===== src/rtl/lgps_pkg.sv =====
package lgps_pkg;

  localparam int MAX_STOPS  = 16;
  localparam int COORD_BITS = 12;
  localparam int STOP_AW    = $clog2(MAX_STOPS);

  // coef * (2*coord + 1), signed
  localparam int PROD_W = 32 + COORD_BITS + 2;
  localparam int SUM_W  = PROD_W + 2;
  localparam int GX_W   = SUM_W - 1;
  localparam int FRAC_W = 16;
  localparam int POS_W  = FRAC_W + 1;

  localparam int QDEPTH = 4;
  localparam int QAW    = $clog2(QDEPTH);

  localparam logic OP_WRITE = 1'b0;
  localparam logic OP_SHADE = 1'b1;

  localparam logic [1:0] TILE_CLAMP  = 2'd0;
  localparam logic [1:0] TILE_REPEAT = 2'd1;
  localparam logic [1:0] TILE_MIRROR = 2'd2;

  typedef enum logic [2:0] {
    CFG_COEF_X      = 3'd0,
    CFG_COEF_Y      = 3'd1,
    CFG_COEF_OFFSET = 3'd2,
    CFG_TILE_MODE   = 3'd3,
    CFG_COLOR_COUNT = 3'd4
  } cfg_idx_t;

  typedef struct packed {
    logic signed [31:0] coef_x;
    logic signed [31:0] coef_y;
    logic signed [31:0] coef_offset;
    logic [1:0]         tile_mode;
    logic [4:0]         color_count;
  } cfg_t;

  typedef struct packed {
    logic                     is_wr;
    logic signed [PROD_W-1:0] prod_x;
    logic signed [PROD_W-1:0] prod_y;
    logic [3:0]               stop_idx;
    logic [31:0]              argb;
  } q_item_t;

endpackage


===== src/rtl/lgps_queue.sv =====
module lgps_queue (
  input  logic              clk,
  input  logic              rst_n,
  input  logic              push,
  input  lgps_pkg::q_item_t push_item,
  input  logic              pop,
  output logic              q_valid,
  output lgps_pkg::q_item_t q_item,
  output logic              q_full
);

  lgps_pkg::q_item_t              mem_r [lgps_pkg::QDEPTH];
  logic [lgps_pkg::QAW-1:0]       wr_ptr_r;
  logic [lgps_pkg::QAW-1:0]       rd_ptr_r;
  logic [lgps_pkg::QAW:0]         cnt_r;

  assign q_valid = (cnt_r != '0);
  assign q_full  = (cnt_r == (lgps_pkg::QAW+1)'(lgps_pkg::QDEPTH));
  assign q_item  = mem_r[rd_ptr_r];

  always_ff @(posedge clk) begin
    if (!rst_n) begin
      wr_ptr_r <= '0;
      rd_ptr_r <= '0;
      cnt_r    <= '0;
    end else begin
      if (push) begin
        wr_ptr_r <= wr_ptr_r + 1'b1;
      end
      if (pop) begin
        rd_ptr_r <= rd_ptr_r + 1'b1;
      end
      if (push && !pop) begin
        cnt_r <= cnt_r + 1'b1;
      end else if (pop && !push) begin
        cnt_r <= cnt_r - 1'b1;
      end
    end
  end

  always_ff @(posedge clk) begin
    if (push) begin
      mem_r[wr_ptr_r] <= push_item;
    end
  end

endmodule


===== config.mk =====
export PLATFORM = sky130hd
export DESIGN_NAME = lgps_queue
export DESIGN_NICKNAME = d
export VERILOG_FILES = /design/src/rtl/lgps_pkg.sv /design/src/rtl/lgps_queue.sv
export SDC_FILE = /design/constraint.sdc
export NUM_CORES = 1
export LEC_CHECK = 0
export ABC_AREA = 0
export BUFFER_PORTS_ARGS = -buffer_cell sky130_fd_sc_hd__buf_2
export CORE_UTILIZATION = 45
export DETAILED_ROUTE_END_ITERATION = 8
export SYNTH_ARGS = -nofsm -noshare
export SYNTH_HDL_FRONTEND = slang
export SYNTH_SLANG_ARGS = --single-unit

===== constraint.sdc =====
create_clock -name clk -period 7.1 [get_ports clk]
set_clock_uncertainty 0.15 [all_clocks]
set_input_delay 0.71 -clock clk [delete_from_list [all_inputs] [get_ports clk]]
set_output_delay 0.71 -clock clk [all_outputs]
set_load 0.02 [all_outputs]

Word level (Yosys, flattened, before mapping)
Memory sizes are Yosys's and may differ from the RTL's. A register that Yosys moved wholly into a read port is not among the register bits.
Index checks and enable logic that the tools add are counted.
{"block": "totals", "memories": 1, "wordCells": 21, "ramBits": 516, "regBits": 7}
{"name": "mem_r", "words": 4, "width": 129, "rd": 1, "rd_clocked_by_memory_dff": 1, "wr": 1, "line": "lgps_queue.sv:12", "source": "lgps_pkg::q_item_t mem_r [lgps_pkg::QDEPTH];"}
{"block": "op_classes", "n_reduce_logical": 6, "muxes": 6, "add_sub_neg": 4, "eq_ne": 1}
{"cell": "$mux W3", "n": 2}
{"cell": "$add A2 B1 Y2 const B", "n": 2}
{"cell": "$mux W2", "n": 2}
{"cell": "$add A3 B1 Y3 const B", "n": 1}
{"cell": "$eq A3 B3 Y1 const B", "n": 1}
{"cell": "$reduce_bool A3 Y1", "n": 1}
{"cell": "$sub A3 B1 Y3 const B", "n": 1}
{"cell": "$logic_and A1 B1 Y1", "n": 2}
{"cell": "$logic_not A1 Y1", "n": 2}
{"cell": "$mux W1", "n": 2}
{"cell": "$reduce_bool A2 Y1", "n": 1}

Longest topological paths before layout
{"block": "logic_depth", "depth_word": 4, "depth_mapped": 7}

Worst setup path before layout
Ideal clock, no wire load.
{"block": "synth_path", "path_type": "input-to-reg", "from": "input push", "to": "memory mem_r[0][0] (netlist name), enable pin", "arrival_ns": 3.665, "required_ns": 6.447, "stages": 1, "n_path_buf": 0, "slack_ns": 2.782, "path_cell_list": "and2_1"}
{"block": "synth_between", "elab_chain_cells": 2}
{"element": "start: declaration", "line": "lgps_queue.sv:4", "source": "input logic push,"}
{"element": "$mux W1", "line": "lgps_queue.sv:42", "source": "if (push) begin"}
{"element": "$mux W1 (not written as such)", "line": "lgps_queue.sv:43", "source": "mem_r[wr_ptr_r] <= push_item;"}
{"element": "end: declaration", "line": "lgps_queue.sv:12"}
No other way between the ends.

==> flow_metrics.py <==
metrics = {
    "cells_and_area": {
        "fin_area_sq_um": 22600,
        "utilization_pct": 54.1,
        "area_growth_pct": 18.8,
        "finalNetCount": 1156,
        "n_antenna_cell": 0,
        "drive_above_1_share_pct": 45.4,
    },
    "synth": {
        "yosysSeqAreaShare_pct": 82.2,
        "synth.avg_cell_area_sq_um": 26.6,
        "ys_warn_count": 0,
        "synth.top_cell.area_share_pct": 81.3,
        "synth_seq_cells": 525,
        "synth_area_leaders": "edfxtp_1 (81%), mux4_2 (15%), dfxtp_1 (0.94%)",
        "syn_area_sq_um": 19100,
        "synth_cell_types": 20,
        "yosysTopAreaCell": "edfxtp_1",
        "syn_inst": 716,
        "synth_fp_nets": 855,
    },
    "power": {
        "p_leak_nw": 7.58,
        "peakVddDrop_mv": 0.210,
        "powerDensity_nw_per_um2": 308,
    },
    "clock_tree": {
        "cts_resized": 0,
        "cts-htree-levels": 2,
        "insertion_delay_ns": 0.57,
        "cts_buffers": 54,
        "clockBufferDepth": 3,
        "clock_sinks": 525,
        "post_cts_buffers": 0,
        "root_buffer": "clkbuf_16",
        "clkTransAtPathRegs_ns": 0.06,
        "cts_hold_buf": 0,
        "cts_tree": "built",
    },
    "floorplanning": {
        "dieArea_sq_um": 43200,
        "fp.dieW_microns": 208,
        "core_sq_um": 41900,
        "die_y_microns": 208,
        "initial_utilization_pct": 45.6,
        "core.rowCount": 75,
        "ioPinCount": 264,
    },
    "routing": {
        "dr.pass1.iters": 6,
        "route.vias.total": 8381,
        "drc_errors": 0,
        "drt_iter0_drc": 444,
        "drt_wl_total_mm": 35.0,
        "viasPerCell": 5.24,
        "ant_nets": 0,
        "wl_per_cell_microns": 21.9,
    },
    "worst_hold_path": {
        "whs_endpoint": "mem_r[3][23]$_DFFE_PP_",
        "hold_path.startpoint": "push_item[23]",
        "hold_depth": 1,
        "hold_class": "in2reg",
    },
    "placement": {
        "placed_area_sq_um": 21000,
        "gp_congestion": 0.722,
        "io_buffers": 263,
        "dpl.hpwl_mm": 20.8,
    },
    "setup_path": {
        "startpoint_type": "register",
        "cp.required_ns": 6.24,
        "cp_cell_sequence": "buf_4 -> mux4_2 -> buf_2",
        "cp.buffers_inverters": 2,
        "rr_worst_depth": 4,
        "worstSetupPathType": "reg2out",
        "cp_data_arrival_time_ns": 2.94,
        "timing.rr.start": "wr_ptr_r[0]$_SDFFE_PN0P_",
        "cp-end-kind": "primary output",
        "cp_max_fo": 39,
        "path_delay_family": "buffers and inverters",
        "critical-path-max-stage-delay_ns": 0.76,
        "reg2reg_to": "mem_r[0][121]$_DFFE_PP_",
        "slowest_stage": "dfxtp_4",
        "r2r_setup_slack_ns": 4.69,
    },
    "sta": {
        "slew_viol_final": 0,
        "fin_setup_tns_ns": 0,
        "hold_violations": 0,
        "rsz0062_at_grt": "no",
        "tightest_slew_ns": 1.04,
        "fin_hold_ws_ns": 0.191,
        "fin_crit_sh_pct": 53.5,
        "finalSetupViolCount": 0,
        "relSlewSlack_pct": 30.5,
        "fmax_mhz": 263,
        "period_needed_ns": 3.80,
    },
    "flow_run": {
        "drv_cap": 0,
    },
    "global_route": {
        "grt_pass1_vias": 8816,
        "grt_overflow": 0,
        "grt_max_degree": 73,
        "grt_use_total_pct": 16.4,
        "grt_antenna_before_repair": 3,
        "grt_pass1_wl_mm": 53.5,
    },
    "run_status": {
        "outcome": "finished, final reports clean",
    },
}
[synthesized netlist by cell type (all sizes together)]
cell type  count
a21boi         1
and2           9
buf           24
clkbuf         4
dfxtp          9
edfxtp       516
fa             1
ha             5
inv            4
mux2i          2
mux4         129
nand2          1
nor2b          2
nor3b          1
o21ai          1
or3            2
xnor2          2
xor2           3
[state kept, by name, indices dropped and copies added (netlist names), named ones only]
| register | count |
|---|---|
| rd_ptr_r | 2 |
| mem_r | 516 |
| wr_ptr_r | 2 |
| cnt_r | 3 |
[cells by family (layout without fill, tap and decap cells)]
group,Yosys count,after routing,share of synthesized area [%]
DFF,525,525,82.2
xor gates and xnor gates,5,5,0.230
AOI/OAI and AO/OA,2,2,0.0656
and+or+nand+nor,15,15,0.486
muxes,131,131,15.3
buffers and inverters,32,375,1.24
adders and majority gates,6,6,0.433
[metrics by stage]
| stage | setup WS, ns | total power (W) | std cells |
|---|---|---|---|
| after detailed placement | 3.79 | 0.00441 | 1500 |
| after CTS | 3.16 | 0.00708 | 1598 |
| after floorplan | 2.78 | 0.00415 | 716 |
| after global placement | 3.80 | 0.00440 | 1500 |
| after global routing | 3.04 | 0.00724 | 1598 |
| final | 3.30 | 0.00698 | 1598 |
[where the power goes]
part           leakage, nW  internal (W)  switching, W
clock network        0.820       0.00156       0.00110
logic                 1.94      0.000288      0.000416
registers             4.81       0.00356     0.0000551
total                 7.58       0.00541       0.00157
[worst max path at each step]
stage | end | cells after the start | start | slack, ns
after CTS | q_item[82] | 3 | register | 3.16
after global routing | q_item[82] | 3 | register | 3.04
after floorplan | mem_r[0][0]$_DFFE_PP_ | 1 | push | 2.78
final | q_item[82] | 3 | register | 3.30
after detailed placement | q_item[82] | 3 | register | 3.79
after global placement | q_item[82] | 3 | register | 3.80
[cell usage in the layout (no fill, tap or decap)]
cell type,count
nor2b_1,2
a21boi_0,1
inv_6,2
xor2_1,3
clkbuf_8,1
inv_1,4
xnor2_1,2
buf_4,7
nor3b_1,1
dfxtp_1,7
clkbuf_16,54
clkbuf_1,15
clkinv_8,1
bufinv_16,4
and2_1,5
o21ai_0,1
clkinv_2,8
and2_4,4
dfxtp_4,2
buf_12,3
ha_1,5
clkinv_4,1
mux4_2,129
clkinv_1,10
clkinvlp_4,1
fa_1,1
or3_1,2
inv_8,1
nand2_1,1
mux2i_1,2
buf_2,263
edfxtp_1,516
[metal layers]
metal  vias up  global-route usage [%]  part of all wire, %
met4         6                    5.26                  1.9
met2       236                    25.4                   48
li1       3707                       -                    -
met3        54                    4.83                  7.0
met5         -                       0                 0.13
met1      4378                    22.6                   43
[final cells by class]
| type | instances | area, sq um |
|---|---|---|
| clock buffers | 70 | 1420 |
| fillers | 3200 | 19200 |
| well taps | 539 | 674 |
| flip-flops and latches | 525 | 15700 |
| repair buffers | 273 | 1430 |
| inverters | 4 | 15.0 |
| clock inverters | 28 | 259 |
| multi-input cells | 159 | 3170 |
No activity file was read; power rests on OpenSTA's default activity.
