--- src/rtl/lgps_pkg.sv ---
package lgps_pkg;

  localparam int MAX_STOPS  = 16;
  localparam int COORD_BITS = 12;
  localparam int STOP_AW    = $clog2(MAX_STOPS);

  // coef * (2*coord + 1), signed
  localparam int PROD_W = 32 + COORD_BITS + 2;
  localparam int SUM_W  = PROD_W + 2;
  localparam int GX_W   = SUM_W - 1;
  localparam int FRAC_W = 16;
  localparam int POS_W  = FRAC_W + 1;

  localparam int QDEPTH = 4;
  localparam int QAW    = $clog2(QDEPTH);

  localparam logic OP_WRITE = 1'b0;
  localparam logic OP_SHADE = 1'b1;

  localparam logic [1:0] TILE_CLAMP  = 2'd0;
  localparam logic [1:0] TILE_REPEAT = 2'd1;
  localparam logic [1:0] TILE_MIRROR = 2'd2;

  typedef enum logic [2:0] {
    CFG_COEF_X      = 3'd0,
    CFG_COEF_Y      = 3'd1,
    CFG_COEF_OFFSET = 3'd2,
    CFG_TILE_MODE   = 3'd3,
    CFG_COLOR_COUNT = 3'd4
  } cfg_idx_t;

  typedef struct packed {
    logic signed [31:0] coef_x;
    logic signed [31:0] coef_y;
    logic signed [31:0] coef_offset;
    logic [1:0]         tile_mode;
    logic [4:0]         color_count;
  } cfg_t;

  typedef struct packed {
    logic                     is_wr;
    logic signed [PROD_W-1:0] prod_x;
    logic signed [PROD_W-1:0] prod_y;
    logic [3:0]               stop_idx;
    logic [31:0]              argb;
  } q_item_t;

endpackage

--- src/rtl/lgps_front.sv ---
module lgps_front (
  input  logic              clk,
  input  logic              rst_n,
  input  logic              in_tvalid,
  output logic              in_tready,
  input  logic [63:0]       in_tdata,
  input  logic              in_tuser,
  input  lgps_pkg::cfg_t    cfg,
  input  logic              q_full,
  output logic              q_push,
  output lgps_pkg::q_item_t q_item
);

  logic                                      f_valid_r;
  lgps_pkg::q_item_t                         f_item_r;
  lgps_pkg::q_item_t                         f_item_nxt;
  logic                                      accept;
  logic [lgps_pkg::COORD_BITS-1:0]           pix_x;
  logic [lgps_pkg::COORD_BITS-1:0]           pix_y;

  assign in_tready = !f_valid_r || !q_full;
  assign q_push    = f_valid_r && !q_full;
  assign accept    = in_tvalid && in_tready;
  assign q_item    = f_item_r;

  assign pix_x = lgps_pkg::COORD_BITS'(in_tdata[11:0]);
  assign pix_y = lgps_pkg::COORD_BITS'(in_tdata[23:12]);

  always_comb begin
    f_item_nxt.is_wr    = (in_tuser == lgps_pkg::OP_WRITE);
    f_item_nxt.prod_x   = cfg.coef_x * $signed({1'b0, pix_x, 1'b1});
    f_item_nxt.prod_y   = cfg.coef_y * $signed({1'b0, pix_y, 1'b1});
    f_item_nxt.stop_idx = in_tdata[27:24];
    f_item_nxt.argb     = {in_tdata[35:28], in_tdata[43:36], in_tdata[51:44], in_tdata[59:52]};
  end

  always_ff @(posedge clk) begin
    if (!rst_n) begin
      f_valid_r <= 1'b0;
    end else if (accept) begin
      f_valid_r <= 1'b1;
    end else if (q_push) begin
      f_valid_r <= 1'b0;
    end
  end

  always_ff @(posedge clk) begin
    if (accept) begin
      f_item_r <= f_item_nxt;
    end
  end

endmodule

--- config.mk ---
export PLATFORM = sky130hd
export DESIGN_NAME = lgps_front
export DESIGN_NICKNAME = d
export VERILOG_FILES = /design/src/rtl/lgps_pkg.sv /design/src/rtl/lgps_front.sv
export SDC_FILE = /design/constraint.sdc
export NUM_CORES = 2
export LEC_CHECK = 0
export BUFFER_PORTS_ARGS = -buffer_cell sky130_fd_sc_hd__buf_4
export CAP_MARGIN = 20
export CORE_UTILIZATION = 55
export CTS_BUF_LIST = sky130_fd_sc_hd__clkbuf_16
export CTS_CLUSTER_DIAMETER = 100
export DETAILED_ROUTE_END_ITERATION = 8
export PLACE_DENSITY = 0.72
export SLEW_MARGIN = 40
export SYNTH_ARGS = -nofsm -noshare
export SYNTH_HDL_FRONTEND = slang
export SYNTH_SLANG_ARGS = --single-unit
--- constraint.sdc ---
create_clock -name clk -period 10.02 [get_ports clk]
set_input_delay 2.004 -clock clk [delete_from_list [all_inputs] [get_ports clk]]
set_output_delay 2.004 -clock clk [all_outputs]
set_load 0.005 [all_outputs]
* Word-level counts from Yosys, hierarchy flattened
Index checks and enable logic that the tools add are counted.
Operators by class: add/subtract/negate cells 0, multiply operators 2, div/mod/pow operators 0, $lt $le $gt $ge 0, equal/unequal tests 0, shifts and indexed selects 0, mux-type cells 2, bitwise logic cells 1, reduce and logical (&&, ||, !) cells 6
Operators with widths (count):
- $mul 32x14->46 | 2
- $logic_and 1x1->1 | 2
- $logic_not 1->1 | 2
- $mux 1 | 2
- $reduce_bool 2->1 | 1
- $logic_or 1x1->1 | 1
- $not 1->1 | 1
Storage, ports and cells: flip-flop bits (word level) 130, latch bits 0, RAM bits 0, ROM bits 0, input port bits 172, output and inout bits 131, word-level logic and storage cells 17, memories kept 0

* Depth between registers and ports, before layout
depth in word-level cells 4, gate-level depth with buffers 25, mapped depth without buffers 24

* Least setup slack after synthesis
OpenSTA, ideal clock, no wires.
path type input port to flip-flop, start point in cfg[46] (netlist bit), end point reg f_item_r (netlist bit q_item[80]) (data pin), setup time 0.262 ns, data arrival time 7.636 ns, data required time 9.758 ns, path slack 2.123 ns, cell stages on the path 25, buffers on the path 1, cell sequence clkbuf_1 > and2_1 > fa_1 > inv_1 > fa_1 > inv_1 > fa_1 > inv_1 > fa_1 > inv_1 > fa_1 > inv_1 > fa_1 > inv_1 > ha_1 > and2_1 > o21a_1 > a211o_1 > a2111oi_4 > o21a_1 > a211oi_2 > a41o_1 > a21oi_2 > o21ai_1 > xor2_1
RTL lines:
- from (decl) | RTL line lgps_front.sv:8 | input lgps_pkg::cfg_t cfg,
- to (signal assigned) | RTL line lgps_front.sv:49 | f_item_r <= f_item_nxt;
- to (decl) | RTL line lgps_front.sv:15 | lgps_pkg::q_item_t f_item_r;

==> reports/metrics.csv <==
stage,metric,value,unit
status,status,"finished, violations left",
status,violations,design-rule violations,
critical_path,critPathArrivalTime,8.73,ns
synth,syn-num-nets,4568,
routing,route.detailed.drc,40,
finish,fin_nets,4701,
floorplan,core_area,59100,um2
clock_network,cts_buffer_depth,2,
routing,wl_per_cell,17.7,um
clock_network,clock_latency,0.49,ns
floorplan,die_area,61000,um2
sta,hold_viol,0,
synth,synth_compound_area_share,5.39,%
sta,grt_setup_unrepaired,false,
clock_network,h-tree-depth,4,
synth,synth.top_cells.by_count,"896 x inv_1, 756 x fa_1, 423 x and2_1",
critical_path,startpoint,in_tdata[4],
clock_network,cts_sinks,130,
hold_path,hold_start,f_valid_r,
grt,antenna_found_initial,3,
critical_path,crit_slowest_cell,fa_1,
synth,syn-instance-count,3428,
clock_network,cts_tree,done,
sta,finClkSkew,0.0196,ns
routing,vias_per_cell,5.27,
sta,fin_setup_tns,0,ns
sta,relSlewSlack,41.1,%
synth,synth_top_cell_area_share,45.8,%
critical_path,max_stage_delay,0.59,ns
synth,async_reset_ff_share,0,%
sta,fin_crit,8.50,ns
grt,first_global_vias,25208,
critical_path,crit_top_cell,fa_1,
synth,yosys.area.top_type,fa_1,
synth,yosysSeqAreaShare,11.8,%
critical_path,r2r_end,q_item[69],
synth,synth-edff-count,129,
synth,yosys_warnings,0,
floorplan,pin_count,303,
synth,synth_flop_cell,edfxtp_1,
synth,post-synth-top-count-cell,inv_1,
clock_network,cts.repair.resized,0,
grt,grt_max_degree,65,
critical_path,cp-start-kind,primary input,
synth,ys_types,68,
critical_path,end_kind,register,
synth,yosys.area_share.simple,14.5,%
grt,overflow,0,
clock_network,ctsHoldBuffers,0,
synth,synth_seq_cells,130,
sta,max_freq,0.118,GHz
flow_run,cap_violations,0,
critical_path,path_delay_family,adder cells,
sta,fin_crit_sh,84.8,%
synth,synth_xor_area_share,2.49,%
critical_path,cp_num_buf_inv,4,
synth,syn_area,33000,um2
critical_path,path_cells,"buf_4, nand2_1, fa_1, fa_1, inv_1, fa_1, fa_1, fa_1, inv_1, fa_1, inv_1, ha_1, nand3_1, or4b_1, o211ai_1, a21oi_1, o21ai_2, o21ai_1, a311oi_2, a21o_1, a31oi_1, xnor2_1",
sta,maxSlewViolCount,0,
clock_network,cts_setup_buffers,0,
synth,muxShareOfSynthArea,0.0303,%
floorplan,die_w,247,um
synth,syn_area_per_cell,9.63,um2
routing,via_count,22900,
floorplan,fp.dieH,247,um
routing,routed_wl,76800,um
placement,port_buffers,259,
critical_path,worst-setup-path-type,primary input to register,
finish,drive_gt1_share,8.84,%
critical_path,crit_cells,22,
placement,dp_hpwl,59600,um
critical_path,setup.worst_path.end,q_item[126],
critical_path,path_max_fanout,32,
clock_network,clkTransAtPathRegs,0.07,ns
sta,setup_viol,0,
routing,ant_nets,0,
synth,synth_top_family_by_area,adder cells,
routing,drt_iter0_markers,1270,
finish,synthToLayoutAreaGrowth,9.02,%
clock_network,cts_root_buf,clkbuf_16,
floorplan,start_util,55.8,%
placement,gp_congestion,0.897,
sta,max_slew.worst_pin.slew,0.876,ns
critical_path,r2r-start,f_valid_r,
synth,ys_top_cells_by_area,"fa_1 46%, edfxtp_1 12%, inv_1 10%, ha_1 8.0%, and2_1 8.0%",
clock_network,cts_buffers,17,
floorplan,num_rows,89,
synth,synth-adder-area-share,53.9,%
grt,track_usage,27.6,%
critical_path,timing.reg2reg.setup_slack,8.26,ns
finish,fillers,5084,
critical_path,cp.required,10.25,ns
hold_path,holdCritPathClass,register to register,
grt,grt_pass1_wl,130000,um
critical_path,r2r_cells,3,
routing,first_pass_iters,9,
[metrics by stage]
step | instance area (um2) | cells | setup WS, ns | hold slack (ns) | utilization (%)
2_1_floorplan | 33000 | 3428 | 2.12 | 0.487 | -
3_3_place_gp | 35400 | 4314 | 1.18 | 0.505 | 59.8
3_5_place_dp | 35400 | 4315 | 1.12 | 0.521 | 59.9
4_1_cts | 36000 | 4347 | 1.64 | 0.540 | 60.9
5_1_grt | 36000 | 4349 | 1.25 | 0.585 | 60.9
6_report | 36000 | 4349 | 1.52 | 0.536 | 60.9
[cells in the final DEF (no fill, tap or decap), drive strengths merged, types with 3 or more instances in the layout]
cell	netlist	final
and4	4	4
nand3b	3	3
nand3	10	10
a221oi	4	4
ha	212	212
clkinv	0	3
edfxtp	129	129
a21boi	3	3
buf	1	262
nand4	12	12
nand2	390	390
o21a	12	12
nor2	39	39
a211oi	9	9
a21o	50	50
nand2b	8	8
o211ai	5	5
inv	896	906
a31oi	12	12
nor2b	10	10
xor2	25	25
a211o	9	9
fa	756	756
a21oi	82	82
o21ai	35	35
clkbuf	147	17
and2	423	423
and3	16	16
xnor2	69	69
nor3	9	9
o21bai	10	10
[state kept, by name (all words and copies together), names as in the netlist]
| register | flops |
|---|---|
| q_item | 129 |
| f_valid_r | 1 |
[cells by family (layout without fill, tap and decap cells)]
| logic type | count (synthesis) | after routing |
|---|---|---|
| AOI/OAI and AO/OA | 257 | 257 |
| xor gates and xnor gates | 94 | 94 |
| adders and majority gates | 968 | 968 |
| buffers and inverters | 1044 | 1190 |
| DFF | 130 | 130 |
| muxes | 1 | 1 |
| other | 0 | 2 |
| and+or+nand+nor | 934 | 934 |
[worst min path at each step]
stage,endpoint,slack (ns),cells past startpoint
detailed placement,f_valid_r,0.52,2
global placement,f_valid_r,0.50,2
floorplan,f_valid_r,0.49,2
global route,f_valid_r,0.59,2
finish,f_valid_r,0.54,2
CTS,f_valid_r,0.54,2
[area by class of cell]
cell class                 instances  area, um2  area share [%]
antenna                            2       5.00          0.0139
clock buffer                      17        425            1.18
clock inverter                    15        159           0.442
inverter                         896       3360            9.35
multi-input combinational       2254      25200            70.0
sequential                       130       3890            10.8
tap                              773        967            2.69
timing repair buffer             262       1980            5.51
[worst reg2reg max path, cell delays in order, from the launching register on]
cell     delay, ns
dfxtp_1       0.31
nand2_1       0.08
and2_4        0.40
buf_6         0.55
[per-layer routing]
| layer | vias to the layer above | GRT usage, % | share of wire, % |
|---|---|---|---|
| met3 | 126 | 3.84 | 6.3 |
| li1 | 10348 | - | - |
| met1 | 11716 | 37.2 | 42 |
| met4 | 0 | 9.68 | 3.2 |
| met5 | - | 0 | 0 |
| met2 | 710 | 45.7 | 48 |
Power is not shown: default switching activity piles up to over one toggle a cycle in this logic, so the estimate is an artifact.
